<file path="config.mk">
export PLATFORM = sky130hd
export DESIGN_NAME = mlfq_scheduler_top
export DESIGN_NICKNAME = d
export VERILOG_FILES = /design/src/hdl/mlfq_pkg.sv /design/src/hdl/mlfq_ram.sv /design/src/hdl/mlfq_ctrl.sv /design/src/hdl/mlfq_dp.sv /design/src/hdl/mlfq_scheduler_top.sv
export SDC_FILE = /design/constraint.sdc
export NUM_CORES = 2
export LEC_CHECK = 0
export BUFFER_PORTS_ARGS = -buffer_cell sky130_fd_sc_hd__buf_2
export CAP_MARGIN = 20
export CORE_MARGIN = 2
export CORE_UTILIZATION = 40
export CTS_BUF_LIST = sky130_fd_sc_hd__clkbuf_8 sky130_fd_sc_hd__clkbuf_16
export DETAILED_ROUTE_END_ITERATION = 7
export SLEW_MARGIN = 15
export SYNTH_ARGS = -nofsm -noshare
export SYNTH_HDL_FRONTEND = slang
export SYNTH_HIERARCHICAL = 1
export SYNTH_SLANG_ARGS = --single-unit
</file>
<file path="constraint.sdc">
create_clock -name i_clk -period 24.5 [get_ports i_clk]
set_input_delay 0 -clock i_clk [delete_from_list [all_inputs] [get_ports i_clk]]
set_output_delay 0 -clock i_clk [all_outputs]
set_load 0.05 [all_outputs]
</file>
<file path="src/hdl/mlfq_pkg.sv">
// Shared types and constants for the multilevel feedback queue scheduler.
package mlfq_pkg;

    localparam int SLOTS      = 16;
    localparam int LEVELS     = 8;
    localparam int SLOT_W     = 4;
    localparam int LEVEL_W    = 3;
    localparam int COUNT_W    = 5;
    localparam int TIME_W     = 48;
    localparam int DELAY_W    = 24;
    localparam int QBASE_W    = 20;
    localparam int LIU_W      = 4;
    localparam int QUANT_W    = 27;
    localparam int FIFO_AW    = LEVEL_W + SLOT_W;
    localparam int FIFO_DEPTH = LEVELS * SLOTS;

    localparam logic [QBASE_W-1:0] QBASE_RESET = 20'd1000;
    localparam logic [LIU_W-1:0]   LIU_RESET   = 4'd4;

    // Request codes
    localparam logic [1:0] REQ_ADMIT    = 2'd0;
    localparam logic [1:0] REQ_DISPATCH = 2'd1;
    localparam logic [1:0] REQ_REPORT   = 2'd2;

    // Result status codes
    localparam logic STATUS_OK   = 1'b0;
    localparam logic STATUS_NONE = 1'b1;

    // Register indexes (paddr[2])
    localparam logic REG_QBASE = 1'b0;
    localparam logic REG_LIU   = 1'b1;

    typedef enum logic [2:0] {
        ST_IDLE,
        ST_DECODE,
        ST_IO_PICK,
        ST_IO_CMP,
        ST_POP_WAIT
    } t_state;

    // Controller to datapath commands
    typedef struct packed {
        logic latch;
        logic fail;
        logic admit;
        logic io_pick;
        logic io_run;
        logic fifo_pop;
        logic pop_run;
        logic report;
    } t_cmd;

    // Datapath to controller status
    typedef struct packed {
        logic [1:0] req;
        logic       any_free;
        logic       run_valid;
        logic       cand_any;
        logic       fifo_any;
        logic       io_ready;
    } t_stat;

endpackage

</file>
<file path="src/hdl/mlfq_ram.sv">
// Generic single-write, single-read RAM with registered read data.
module mlfq_ram #(
    parameter int WIDTH = 8,
    parameter int DEPTH = 16
) (
    input  logic                     i_clk,
    input  logic                     i_we,
    input  logic [$clog2(DEPTH)-1:0] i_waddr,
    input  logic [WIDTH-1:0]         i_wdata,
    input  logic [$clog2(DEPTH)-1:0] i_raddr,
    output logic [WIDTH-1:0]         o_rdata
);
    logic [WIDTH-1:0] r_mem [DEPTH];
    logic [WIDTH-1:0] r_rdata;

    // Write and registered read
    always_ff @(posedge i_clk) begin
        if (i_we) begin
            r_mem[i_waddr] <= i_wdata;
        end
        r_rdata <= r_mem[i_raddr];
    end

    assign o_rdata = r_rdata;
endmodule

</file>
<file path="src/hdl/mlfq_ctrl.sv">
// Controller state machine sequencing admit, dispatch and report requests.
module mlfq_ctrl (
    input  logic            i_clk,
    input  logic            i_rst_n,
    input  logic            i_start,
    input  mlfq_pkg::t_stat i_stat,
    output mlfq_pkg::t_cmd  o_cmd,
    output logic            o_busy
);
    mlfq_pkg::t_state r_state;
    mlfq_pkg::t_state n_state;

    // Hold state
    always_ff @(posedge i_clk) begin
        if (!i_rst_n) begin
            r_state <= mlfq_pkg::ST_IDLE;
        end else begin
            r_state <= n_state;
        end
    end

    // Next state and commands
    always_comb begin
        n_state = r_state;
        o_cmd   = '0;
        unique case (r_state)
            mlfq_pkg::ST_IDLE: begin
                if (i_start) begin
                    o_cmd.latch = 1'b1;
                    n_state     = mlfq_pkg::ST_DECODE;
                end
            end
            mlfq_pkg::ST_DECODE: begin
                n_state = mlfq_pkg::ST_IDLE;
                unique case (i_stat.req)
                    mlfq_pkg::REQ_ADMIT: begin
                        if (i_stat.any_free) o_cmd.admit = 1'b1;
                        else                 o_cmd.fail  = 1'b1;
                    end
                    mlfq_pkg::REQ_DISPATCH: begin
                        if (i_stat.run_valid) o_cmd.fail = 1'b1;
                        else                  n_state    = mlfq_pkg::ST_IO_PICK;
                    end
                    mlfq_pkg::REQ_REPORT: begin
                        if (i_stat.run_valid) o_cmd.report = 1'b1;
                        else                  o_cmd.fail   = 1'b1;
                    end
                    default: o_cmd.fail = 1'b1;
                endcase
            end
            mlfq_pkg::ST_IO_PICK: begin
                if (i_stat.cand_any) begin
                    o_cmd.io_pick = 1'b1;
                    n_state       = mlfq_pkg::ST_IO_CMP;
                end else if (i_stat.fifo_any) begin
                    o_cmd.fifo_pop = 1'b1;
                    n_state        = mlfq_pkg::ST_POP_WAIT;
                end else begin
                    o_cmd.fail = 1'b1;
                    n_state    = mlfq_pkg::ST_IDLE;
                end
            end
            mlfq_pkg::ST_IO_CMP: begin
                if (i_stat.io_ready) begin
                    o_cmd.io_run = 1'b1;
                    n_state      = mlfq_pkg::ST_IDLE;
                end else begin
                    n_state = mlfq_pkg::ST_IO_PICK;
                end
            end
            mlfq_pkg::ST_POP_WAIT: begin
                o_cmd.pop_run = 1'b1;
                n_state       = mlfq_pkg::ST_IDLE;
            end
            default: n_state = mlfq_pkg::ST_IDLE;
        endcase
    end

    assign o_busy = (r_state != mlfq_pkg::ST_IDLE);
endmodule

</file>
<file path="src/hdl/mlfq_dp.sv">
// Datapath: slot table, level FIFOs, I/O finish times and configuration registers.
module mlfq_dp (
    input  logic                                i_clk,
    input  logic                                i_rst_n,
    input  logic                                psel,
    input  logic                                penable,
    input  logic                                pwrite,
    input  logic [2:0]                          paddr,
    input  logic [31:0]                         pwdata,
    output logic [31:0]                         prdata,
    input  logic [1:0]                          i_req_type,
    input  logic [mlfq_pkg::TIME_W-1:0]         i_now_time,
    input  logic                                i_finished,
    input  logic                                i_interrupted,
    input  logic [mlfq_pkg::DELAY_W-1:0]        i_io_delay,
    input  mlfq_pkg::t_cmd                      i_cmd,
    output mlfq_pkg::t_stat                     o_stat,
    output logic                                o_valid,
    output logic                                o_status,
    output logic [mlfq_pkg::SLOT_W-1:0]         o_slot,
    output logic [mlfq_pkg::LEVEL_W-1:0]        o_level,
    output logic [mlfq_pkg::QUANT_W-1:0]        o_quantum
);
    localparam int SW = mlfq_pkg::SLOT_W;
    localparam int LW = mlfq_pkg::LEVEL_W;

    // Latched request
    logic [1:0]                    r_req;
    logic [mlfq_pkg::TIME_W-1:0]   r_now;
    logic                          r_fin;
    logic                          r_intr;
    logic [mlfq_pkg::DELAY_W-1:0]  r_delay;

    // Configuration
    logic [mlfq_pkg::QBASE_W-1:0]  r_qbase;
    logic [mlfq_pkg::LIU_W-1:0]    r_liu;

    // Scheduler state
    logic [mlfq_pkg::SLOTS-1:0]    r_used;
    logic [mlfq_pkg::SLOTS-1:0]    r_blocked;
    logic [LW-1:0]                 r_level [mlfq_pkg::SLOTS];
    logic [SW-1:0]                 r_head  [mlfq_pkg::LEVELS];
    logic [SW-1:0]                 r_tail  [mlfq_pkg::LEVELS];
    logic [mlfq_pkg::COUNT_W-1:0]  r_count [mlfq_pkg::LEVELS];
    logic                          r_run_valid;
    logic [SW-1:0]                 r_run_slot;
    logic [mlfq_pkg::SLOTS-1:0]    r_cand;
    logic [SW-1:0]                 r_sel;

    // Result registers
    logic                          r_valid;
    logic                          r_status;
    logic [SW-1:0]                 r_slot;
    logic [LW-1:0]                 r_olevel;
    logic [mlfq_pkg::QUANT_W-1:0]  r_quantum;

    logic                          free_any;
    logic [SW-1:0]                 free_slot;
    logic                          cand_any;
    logic [SW-1:0]                 cand_slot;
    logic                          fifo_any;
    logic [LW-1:0]                 fifo_lvl;
    logic [LW-1:0]                 bot;
    logic [SW-1:0]                 lvl_addr;
    logic [LW-1:0]                 cur_lvl;
    logic [LW:0]                   lvl_inc;
    logic [LW-1:0]                 dem_lvl;
    logic [mlfq_pkg::TIME_W:0]     sum;
    logic [mlfq_pkg::TIME_W-1:0]   io_time;
    logic                          push_rep;
    logic                          io_we;
    logic [mlfq_pkg::TIME_W-1:0]   io_rdata;
    logic [LW-1:0]                 push_lvl;
    logic                          fifo_we;
    logic [mlfq_pkg::FIFO_AW-1:0]  fifo_waddr;
    logic [SW-1:0]                 fifo_wdata;
    logic [mlfq_pkg::FIFO_AW-1:0]  fifo_raddr;
    logic [SW-1:0]                 fifo_rdata;
    logic                          cfg_we;

    // Find the lowest free slot
    always_comb begin
        free_any  = 1'b0;
        free_slot = '0;
        for (int i = mlfq_pkg::SLOTS - 1; i >= 0; i--) begin
            if (!r_used[i]) begin
                free_any  = 1'b1;
                free_slot = SW'(i);
            end
        end
    end

    // Find the lowest blocked slot still to check
    always_comb begin
        cand_any  = 1'b0;
        cand_slot = '0;
        for (int i = mlfq_pkg::SLOTS - 1; i >= 0; i--) begin
            if (r_cand[i]) begin
                cand_any  = 1'b1;
                cand_slot = SW'(i);
            end
        end
    end

    // Find the highest-priority non-empty level
    always_comb begin
        fifo_any = 1'b0;
        fifo_lvl = '0;
        for (int i = mlfq_pkg::LEVELS - 1; i >= 0; i--) begin
            if (r_count[i] != '0) begin
                fifo_any = 1'b1;
                fifo_lvl = LW'(i);
            end
        end
    end

    // Bottom level in use, clamped to the implemented levels
    always_comb begin
        if (r_liu == '0) begin
            bot = '0;
        end else if (r_liu > mlfq_pkg::LIU_W'(mlfq_pkg::LEVELS)) begin
            bot = LW'(mlfq_pkg::LEVELS - 1);
        end else begin
            bot = LW'(r_liu - 1'b1);
        end
    end

    // Level lookup and demotion
    assign lvl_addr = i_cmd.pop_run ? fifo_rdata : r_run_slot;
    assign cur_lvl  = r_level[lvl_addr];
    assign lvl_inc  = {1'b0, cur_lvl} + 1'b1;
    assign dem_lvl  = (lvl_inc > {1'b0, bot}) ? bot : lvl_inc[LW-1:0];

    // Saturated I/O finish time
    assign sum     = {1'b0, r_now} + {{(mlfq_pkg::TIME_W + 1 - mlfq_pkg::DELAY_W){1'b0}}, r_delay};
    assign io_time = sum[mlfq_pkg::TIME_W] ? '1 : sum[mlfq_pkg::TIME_W-1:0];

    assign push_rep = i_cmd.report && !r_fin && !r_intr;
    assign io_we    = i_cmd.report && !r_fin && r_intr;

    mlfq_ram #(
        .WIDTH (mlfq_pkg::TIME_W),
        .DEPTH (mlfq_pkg::SLOTS)
    ) u_io_ram (
        .i_clk   (i_clk),
        .i_we    (io_we),
        .i_waddr (r_run_slot),
        .i_wdata (io_time),
        .i_raddr (cand_slot),
        .o_rdata (io_rdata)
    );

    // Level FIFO write and read addresses
    assign push_lvl   = i_cmd.admit ? '0 : dem_lvl;
    assign fifo_waddr = {push_lvl, r_tail[push_lvl]};
    assign fifo_wdata = i_cmd.admit ? free_slot : r_run_slot;
    assign fifo_we    = (i_cmd.admit || push_rep)
                        && (r_count[push_lvl] < mlfq_pkg::COUNT_W'(mlfq_pkg::SLOTS));
    assign fifo_raddr = {fifo_lvl, r_head[fifo_lvl]};

    mlfq_ram #(
        .WIDTH (SW),
        .DEPTH (mlfq_pkg::FIFO_DEPTH)
    ) u_fifo_ram (
        .i_clk   (i_clk),
        .i_we    (fifo_we),
        .i_waddr (fifo_waddr),
        .i_wdata (fifo_wdata),
        .i_raddr (fifo_raddr),
        .o_rdata (fifo_rdata)
    );

    // Configuration registers
    assign cfg_we = psel && penable && pwrite;

    always_ff @(posedge i_clk) begin
        if (!i_rst_n) begin
            r_qbase <= mlfq_pkg::QBASE_RESET;
            r_liu   <= mlfq_pkg::LIU_RESET;
        end else if (cfg_we) begin
            if (paddr[2] == mlfq_pkg::REG_QBASE) begin
                r_qbase <= pwdata[mlfq_pkg::QBASE_W-1:0];
            end else begin
                r_liu <= pwdata[mlfq_pkg::LIU_W-1:0];
            end
        end
    end

    assign prdata = (paddr[2] == mlfq_pkg::REG_LIU)
                    ? {{(32 - mlfq_pkg::LIU_W){1'b0}}, r_liu}
                    : {{(32 - mlfq_pkg::QBASE_W){1'b0}}, r_qbase};

    // Latch request fields on accept
    always_ff @(posedge i_clk) begin
        if (i_cmd.latch) begin
            r_req   <= i_req_type;
            r_now   <= i_now_time;
            r_fin   <= i_finished;
            r_intr  <= i_interrupted;
            r_delay <= i_io_delay;
        end
        if (i_cmd.io_pick) begin
            r_sel <= cand_slot;
        end
    end

    // Update scheduler state
    always_ff @(posedge i_clk) begin
        if (!i_rst_n) begin
            r_used      <= '0;
            r_blocked   <= '0;
            r_run_valid <= 1'b0;
            r_run_slot  <= '0;
            r_cand      <= '0;
            for (int i = 0; i < mlfq_pkg::SLOTS; i++) begin
                r_level[i] <= '0;
            end
            for (int i = 0; i < mlfq_pkg::LEVELS; i++) begin
                r_head[i]  <= '0;
                r_tail[i]  <= '0;
                r_count[i] <= '0;
            end
        end else begin
            if (i_cmd.latch) begin
                r_cand <= r_used & r_blocked;
            end
            if (i_cmd.io_pick) begin
                r_cand[cand_slot] <= 1'b0;
            end
            if (fifo_we) begin
                r_tail[push_lvl]  <= r_tail[push_lvl] + 1'b1;
                r_count[push_lvl] <= r_count[push_lvl] + 1'b1;
            end
            if (i_cmd.admit) begin
                r_used[free_slot]    <= 1'b1;
                r_blocked[free_slot] <= 1'b0;
                r_level[free_slot]   <= '0;
            end
            if (i_cmd.io_run) begin
                r_blocked[r_sel] <= 1'b0;
                r_level[r_sel]   <= '0;
                r_run_valid      <= 1'b1;
                r_run_slot       <= r_sel;
            end
            if (i_cmd.fifo_pop) begin
                r_head[fifo_lvl]  <= r_head[fifo_lvl] + 1'b1;
                r_count[fifo_lvl] <= r_count[fifo_lvl] - 1'b1;
            end
            if (i_cmd.pop_run) begin
                r_run_valid <= 1'b1;
                r_run_slot  <= fifo_rdata;
            end
            if (i_cmd.report) begin
                r_run_valid <= 1'b0;
                if (r_fin) begin
                    r_used[r_run_slot]    <= 1'b0;
                    r_blocked[r_run_slot] <= 1'b0;
                    r_level[r_run_slot]   <= '0;
                end else if (r_intr) begin
                    r_blocked[r_run_slot] <= 1'b1;
                    r_level[r_run_slot]   <= '0;
                end else begin
                    r_level[r_run_slot] <= dem_lvl;
                end
            end
        end
    end

    // Result beat
    always_ff @(posedge i_clk) begin
        if (!i_rst_n) begin
            r_valid <= 1'b0;
        end else begin
            r_valid <= i_cmd.fail || i_cmd.admit || i_cmd.io_run
                       || i_cmd.pop_run || i_cmd.report;
        end
        if (i_cmd.fail) begin
            r_status  <= mlfq_pkg::STATUS_NONE;
            r_slot    <= '0;
            r_olevel  <= '0;
            r_quantum <= '0;
        end else if (i_cmd.admit) begin
            r_status  <= mlfq_pkg::STATUS_OK;
            r_slot    <= free_slot;
            r_olevel  <= '0;
            r_quantum <= '0;
        end else if (i_cmd.io_run) begin
            r_status  <= mlfq_pkg::STATUS_OK;
            r_slot    <= r_sel;
            r_olevel  <= '0;
            r_quantum <= {{(mlfq_pkg::QUANT_W - mlfq_pkg::QBASE_W){1'b0}}, r_qbase};
        end else if (i_cmd.pop_run) begin
            r_status  <= mlfq_pkg::STATUS_OK;
            r_slot    <= fifo_rdata;
            r_olevel  <= cur_lvl;
            r_quantum <= {{(mlfq_pkg::QUANT_W - mlfq_pkg::QBASE_W){1'b0}}, r_qbase} << cur_lvl;
        end else if (i_cmd.report) begin
            r_status  <= mlfq_pkg::STATUS_OK;
            r_slot    <= r_run_slot;
            r_olevel  <= (r_fin || r_intr) ? '0 : dem_lvl;
            r_quantum <= '0;
        end else begin
            r_status  <= mlfq_pkg::STATUS_OK;
            r_slot    <= '0;
            r_olevel  <= '0;
            r_quantum <= '0;
        end
    end

    assign o_stat.req       = r_req;
    assign o_stat.any_free  = free_any;
    assign o_stat.run_valid = r_run_valid;
    assign o_stat.cand_any  = cand_any;
    assign o_stat.fifo_any  = fifo_any;
    assign o_stat.io_ready  = (r_now >= io_rdata);

    assign o_valid   = r_valid;
    assign o_status  = r_status;
    assign o_slot    = r_slot;
    assign o_level   = r_olevel;
    assign o_quantum = r_quantum;
endmodule

</file>
<file path="src/hdl/mlfq_scheduler_top.sv">
// Top level of the multilevel feedback queue scheduler.
//
// Requests enter on start with req_type, now_time, finished, interrupted and
// io_delay; a beat is taken when start is high and busy is low. Every request
// yields one result beat on o_valid for a single cycle with status, slot,
// level and quantum; the receiver cannot hold it off.
// Admit, report and a dispatch refused while a task runs are answered from the
// decode state. Another dispatch first checks the blocked slots, lowest first,
// each with one read of the finish-time RAM and one compare against now_time;
// the first one found ready is run, else the head of the highest-priority
// non-empty level FIFO is popped and run, and if both are empty the dispatch
// is refused.
// busy falls in the cycle the result is shown, so a new request may be
// accepted then; one request is in work at a time.
// Configuration: APB port, quantum_base at 0x0 and levels_in_use at 0x4, to
// be written only while idle. pready is tied high.
// Reset (synchronous, active low) empties all slots and level FIFOs, clears
// the running task and restores quantum_base 1000 and levels_in_use 4.
module mlfq_scheduler_top (
    input  logic                                i_clk,
    input  logic                                i_rst_n,
    input  logic                                psel,
    input  logic                                penable,
    input  logic                                pwrite,
    input  logic [2:0]                          paddr,
    input  logic [31:0]                         pwdata,
    output logic [31:0]                         prdata,
    output logic                                pready,
    input  logic                                start,
    output logic                                busy,
    input  logic [1:0]                          i_req_type,
    input  logic [mlfq_pkg::TIME_W-1:0]         i_now_time,
    input  logic                                i_finished,
    input  logic                                i_interrupted,
    input  logic [mlfq_pkg::DELAY_W-1:0]        i_io_delay,
    output logic                                o_valid,
    output logic                                o_status,
    output logic [mlfq_pkg::SLOT_W-1:0]         o_slot,
    output logic [mlfq_pkg::LEVEL_W-1:0]        o_level,
    output logic [mlfq_pkg::QUANT_W-1:0]        o_quantum
);
    mlfq_pkg::t_cmd  cmd;
    mlfq_pkg::t_stat stat;

    assign pready = 1'b1;

    // Sequence requests
    mlfq_ctrl u_ctrl (
        .i_clk   (i_clk),
        .i_rst_n (i_rst_n),
        .i_start (start),
        .i_stat  (stat),
        .o_cmd   (cmd),
        .o_busy  (busy)
    );

    // Hold scheduler state and build results
    mlfq_dp u_dp (
        .i_clk         (i_clk),
        .i_rst_n       (i_rst_n),
        .psel          (psel),
        .penable       (penable),
        .pwrite        (pwrite),
        .paddr         (paddr),
        .pwdata        (pwdata),
        .prdata        (prdata),
        .i_req_type    (i_req_type),
        .i_now_time    (i_now_time),
        .i_finished    (i_finished),
        .i_interrupted (i_interrupted),
        .i_io_delay    (i_io_delay),
        .i_cmd         (cmd),
        .o_stat        (stat),
        .o_valid       (o_valid),
        .o_status      (o_status),
        .o_slot        (o_slot),
        .o_level       (o_level),
        .o_quantum     (o_quantum)
    );
endmodule

</file>
# ---- Word level (Yosys, flattened, before mapping)
# Memories as Yosys holds them, arrays and structs flattened. A register that Yosys moved wholly into a read port is not among the register bits.
# Index checks and enable logic that the tools add are counted.
dict set report totals {
  ff_bits 196
  latchBits 0
  ramBits 1432
  rom_bits 0
  n_memories 6
}
dict set report classes {
  n_addsub 7
  n_mul 0
  div_mod_pow 0
  order_cmp 12
  n_eq_ne 7
  shift 1
  mux 206
  bitwise 17
  reduce_logical 44
}
# name depth word_bits rd rd_ports_with_merged_regs write_ports line
set mem_list {}
lappend mem_list {u_dp.u_io_ram.r_mem 16 48 1 1 1 mlfq_ram.sv:13} ;# logic [WIDTH-1:0] r_mem [DEPTH];
lappend mem_list {u_dp.u_fifo_ram.r_mem 128 4 1 1 1 mlfq_ram.sv:13}
lappend mem_list {u_dp.r_level 16 3 1 0 16 mlfq_dp.sv:41} ;# logic [LW-1:0] r_level [mlfq_pkg::SLOTS];
lappend mem_list {u_dp.r_count 8 5 10 0 8 mlfq_dp.sv:44} ;# logic [mlfq_pkg::COUNT_W-1:0] r_count [mlfq_pkg::LEVELS];
lappend mem_list {u_dp.r_head 8 4 1 0 8 mlfq_dp.sv:42} ;# logic [SW-1:0] r_head [mlfq_pkg::LEVELS];
lappend mem_list {u_dp.r_tail 8 4 1 0 8 mlfq_dp.sv:43} ;# logic [SW-1:0] r_tail [mlfq_pkg::LEVELS];
# cell n
set ops {}
lappend ops {{two-way mux 16 bit} 14}
lappend ops {{two-way mux 4 bit} 45}
lappend ops {{two-way mux 1 bit} 104}
lappend ops {{bitwise AND 16 bit} 6}
lappend ops {{two-way mux 3 bit} 28}
lappend ops {{inverter 16 bit} 4}
lappend ops {{two-way mux 20 bit} 3}
lappend ops {{adder 48 x 24 -> 49 bit} 1}
lappend ops {{>= comparator 48 bit} 1}
lappend ops {{two-way mux 48 bit} 1}
lappend ops {{nonzero test 5 bit} 8}
lappend ops {{bitwise OR 16 bit} 2}
lappend ops {{left shift 20 x 3 -> 27 bit} 1}
lappend ops {{less-than comparator 4 x 5 -> 1 bit, second input constant} 4}
lappend ops {{demux 1 bit (select 4 bit)} 4}
lappend ops {{>= comparator 4 x 1 -> 1 bit, second input constant} 4}
lappend ops {{one-hot mux 3 bit (4 select lines)} 1}
lappend ops {{OR reduction 3 bit} 4}
lappend ops {{OR reduction 4 bit} 3}
lappend ops {{logical AND 1 bit} 10}
lappend ops {{two-way mux 5 bit} 2}
lappend ops {{OR reduction 5 bit} 2}
lappend ops {{adder 4 x 1 -> 4 bit, second input constant} 2}
lappend ops {{== test 3 x 2 -> 1 bit, second input constant} 2}
lappend ops {{other kinds (26)} 38}

# ---- Logic depth before layout (Yosys ltp)
dict set report depth {
  ltp_word 31
  ltp_mapped 30
  depth_no_buf 22
}

# ---- By module
# Netlist, hierarchy kept.
# mod instances cells_each area_per_inst_um2 seq_area_each_um2
set modules_own_cells {}
lappend modules_own_cells {{mlfq_ram at u_dp.u_io_ram} 1 1242 29694.7 24023.0}
lappend modules_own_cells {{mlfq_ram at u_dp.u_fifo_ram} 1 908 20193.1 15454.8}
lappend modules_own_cells {mlfq_dp 1 2100 19608.8 9228.9}
lappend modules_own_cells {mlfq_ctrl 1 30 274.0 60.1}
lappend modules_own_cells {mlfq_scheduler_top 1 2 11.3 0.0}

# ---- Worst setup path after synthesis
# Ideal clock, no wire load.
dict set report synth_timing {
  path_type {register -> register}
  start {register u_dp/r_used[12] in the netlist's numbering}
  end {memory u_dp/u_fifo_ram/r_mem[0][0] in the netlist's numbering (data pin)}
  t_arrival_ps 6644
  slack_ps 16659
  stages_incl_launch_ff 12
  n_path_buf 4
  period_less_slack_ps 7841
  cell_sequence {dfxtp_1 nand2_1 nor2_1 nand2_1 nor2_1 nand2_1 buf_4 and3b_1 clkbuf_1 clkbuf_1 clkbuf_1 o21ai_0}
}
# element line
set synth_rtl {}
lappend synth_rtl {{start: declaration} mlfq_dp.sv:39} ;# logic [mlfq_pkg::SLOTS-1:0] r_used;
lappend synth_rtl {{start signal: assignment} mlfq_dp.sv:210} ;# r_used <= '0;
lappend synth_rtl {{start signal: indexed assignment} mlfq_dp.sv:235} ;# r_used[free_slot] <= 1'b1;
lappend synth_rtl {{start signal: indexed assignment} mlfq_dp.sv:256} ;# r_used[r_run_slot] <= 1'b0;
lappend synth_rtl {{end: declaration} mlfq_ram.sv:13}

==> results by group <==
GRT
  • Global route overflow: 0
  • Pin count of the biggest net entering global routing: ~140
  • First-pass GRT wire length: between 200 and 300 mm
  • Vias in the first global route: between 40,000 and 50,000
  • GRT Util Overall: 0.195
  • Initial antenna violation count: 1

Timing
  • Clock skew: approximately 0.050 ns
  • RSZ-0062 raised after global routing: no
  • Max_slew headroom: 0.221
  • Minimum period implied by the final worst setup slack: approximately 9.6 ns
  • Sum Neg Setup Slack: 0 ns
  • Final Slew Violations: 0
  • Final setup fails: 0
  • Max Fclk: 105 MHz
  • Period Utilization, post-route: 0.390
  • Worst slew pin tran: 1.16 ns
  • Hold Vio Cnt, Final: 0

Cells and area
  • Diodes inserted: 0
  • Final cell count without fillers: about 7,200
  • Multi-input gate area: 0.0198 mm2
  • Register Area: 0.0488 mm2
  • Fillers: ~15,000
  • Layout area overhead: 16.4%
  • Layout cells sized above 1: 0.193
  • Final Cell Area: 0.0812 mm2
  • Total Nets Final: 4,887

CTS
  • Clock slew at reported path FFs: roughly 0.060 ns
  • Max Root-Sink Buffers: 3
  • H-tree depth: 4
  • CTS tree: built
  • Root Driver: clkbuf_16
  • Clock Sinks: between 1,500 and 2,000
  • Clock Latency Late Sink: approximately 0.83 ns
  • Post-CTS setup buffer count: 0
  • Resize count post-CTS: 0
  • Total CTS buffers: 168

Worst setup path
  • Req. time, crit path: ~25 ns
  • CP endpoint kind: flip-flop
  • Kind of critical path: flip-flop to flip-flop
  • Worst setup SP type: flip-flop
  • Arrival time at the worst endpoint: 9.99 ns
  • Worst-path maximum fanout: 32

Floorplan
  • Site row count: 153
  • Core Region: 0.174 mm2
  • Num ports: 187
  • Die width: roughly 420 um
  • Initial Utilization: 0.402
  • Die height: ~420 um
  • Die ar.: 0.178 mm2

Power
  • P_leak: between 20 and 30 nW
  • PwrDens: 83.7 mW/mm2
  • Peak supply drop: 0.0000765 V

Place
  • Placed wire-length estimate: 103 mm
  • Area after DPL: 0.0732 mm2
  • IO buf count: 159
  • Inst Count DP: roughly 6,600
  • Final RePlAce weighted congestion: a little over 0.9

Synthesis
  • Post-synth top area share: 0.651
  • FF+latch count, synth: ~1,700
  • Dominant cell type by area after synthesis: edfxtp_1
  • Yosys warning total: 6
  • Top-count cell post-synth: edfxtp_1
  • Post-synth EDFFs: 1,512
  • Mapped Avg Cell Area: between 15 and 20 um2
  • Ranking of synthesized cells by area: edfxtp_1 (65%), mux4_2 (12%), dfxtp_1 (4.8%)
  • Ys flop type: edfxtp_1
  • Synth unique cells: 90
  • Synth top cells by count: edfxtp_1 (1,512), mux4_2 (372), nor2_1 (361)
  • Post-synthesis sequential area ratio: 0.699
  • Syn Inst Count: 4,282
  • Post-Syn Area: around 0.070 mm2
  • Asr flop ratio synth: 0

Route
  • Avg WL per Cell: around 25 um
  • Vias per cell: around 5.6
  • Via count: 40,200
  • Drt pass-1 iters: 6
  • Final routed DRC violation total: 0
  • Post-route antenna net violation count: 0
  • Initial detailed-routing violation count: between 4,000 and 5,000
  • Post-Route WL: 176 mm

Job
  • Max-cap viol count: 0

Run status
  • Status: finished clean

Min path
  • Hold/Removal Path Class: input pin to flip-flop
## registers in the layout (all words and copies together), names as in the netlist, 16 cells and up
register               cells
u_dp/o_quantum            27
u_dp/r_blocked            16
u_dp/r_cand               16
u_dp/r_count              40
u_dp/r_delay              24
u_dp/r_head               32
u_dp/r_level              48
u_dp/r_now                48
u_dp/r_qbase              20
u_dp/r_tail               32
u_dp/r_used               16
u_dp/u_fifo_ram/r_mem    512
u_dp/u_io_ram/o_rdata     48
u_dp/u_io_ram/r_mem      768
## kinds of logic (layout without fill, tap and decap cells)
kind of cell / Yosys count / count (layout) / synth area share
xor gates and xnor gates: 38 / 38 / 0.00477
DFF: 1680 / 1680 / 0.699
muxes: 452 / 452 / 0.132
and+or+nand+nor: 1074 / 1074 / 0.0700
adders and majority gates: 82 / 82 / 0.0148
AOI/OAI and AO/OA: 610 / 610 / 0.0579
other: 2 / 13 / 0.000108
buffers and inverters: 344 / 882 / 0.0218
## per-layer routing
metal	wire, um	vias to the layer above	part of all wire	global-route usage
met5	0	-	0	0
met1	74300	20900	0.42	0.265
met2	86800	1389	0.49	0.326
met3	10300	249	0.059	0.0321
li1	-	17700	-	-
met4	3990	0	0.023	0.0486
## critical path: stages (launching register included)
cell      delay [ns]
dfxtp_1         0.44
nor3b_2         0.56
buf_4           0.34
mux2_4          0.36
mux4_2          0.58
nand2_1         0.09
and4_1          0.58
inv_4           0.34
ha_1            0.44
ha_1            0.34
nor2b_1         0.14
o21ai_0         0.11
a32oi_1         0.17
buf_4           0.26
nor2_1          0.06
a22oi_1         0.25
nand4_1         0.59
inv_2           0.61
o21ai_0         0.23
nand3_1         0.23
o211ai_1        0.13
nor2_1          0.59
nor2b_1         0.33
nand2_1         0.70
nor2_1          0.64
## path summary, 6_finish.rpt
check	start	depth (start not counted)	to	slack, ns
setup reg to reg	u_ctrl/r_state[2]	24	u_dp/u_fifo_ram/r_mem[66][0]	14.95
hold reg to reg	u_dp/r_blocked[2]	2	u_dp/r_cand[2]	0.48
setup / recovery	u_ctrl/r_state[2]	24	u_dp/u_fifo_ram/r_mem[66][0]	14.95
hold / removal	i_now_time[9]	2	u_dp/r_now[9]	0.04
## stage by stage
step                hold WS [ns]  power, mW   util  worst slack [ns]
floorplan                 0.0989       3.95      -             16.66
global placement           0.178       4.21  0.421             15.36
detailed placement         0.179       4.22  0.422             15.19
CTS                      0.00271       6.86  0.467             15.14
global route              0.0250       7.06  0.468             14.64
finish                    0.0419       6.80  0.468             14.95
## placed cells by master, fill, tap and decap left out, types with 27 or more instances in the layout
cell,Yosys,final
a21o_1,28,28
a21oi_1,115,115
a22oi_1,115,115
buf_2,27,159
buf_4,41,68
clkbuf_16,0,169
dfxtp_1,168,168
dlygate4sd3_1,0,228
edfxtp_1,1512,1512
ha_1,81,81
inv_1,103,141
mux2i_1,66,66
mux4_2,372,372
nand2_1,339,338
nand3_1,100,100
nand4_1,27,27
nor2_1,361,344
nor2b_1,50,48
nor3_1,54,49
o21ai_0,149,144
o22ai_1,35,35
## report_power, final
group | internal [mW] | switching (mW) | total (mW)
Sequential | 3.23 | 0.0393 | 3.26
Combinational | 0.363 | 0.562 | 0.924
Clock | 1.50 | 1.11 | 2.61
## cell type report
type,count,area share
sequential,1680,0.600
timing repair buffer,461,0.0456
clock inverter,135,0.0164
clock buffer,178,0.0536
inverter,108,0.00505
tap,2325,0.0358
multi-input combinational,2269,0.243
## what timing repair did
| item | in CTS | in global routing |
|---|---|---|
| hold endpoints to repair | 219 | 0 |
| setup endpoints to repair | 0 | 0 |
| hold buffers | 228 | 0 |
(Power assumes the default switching activity.)
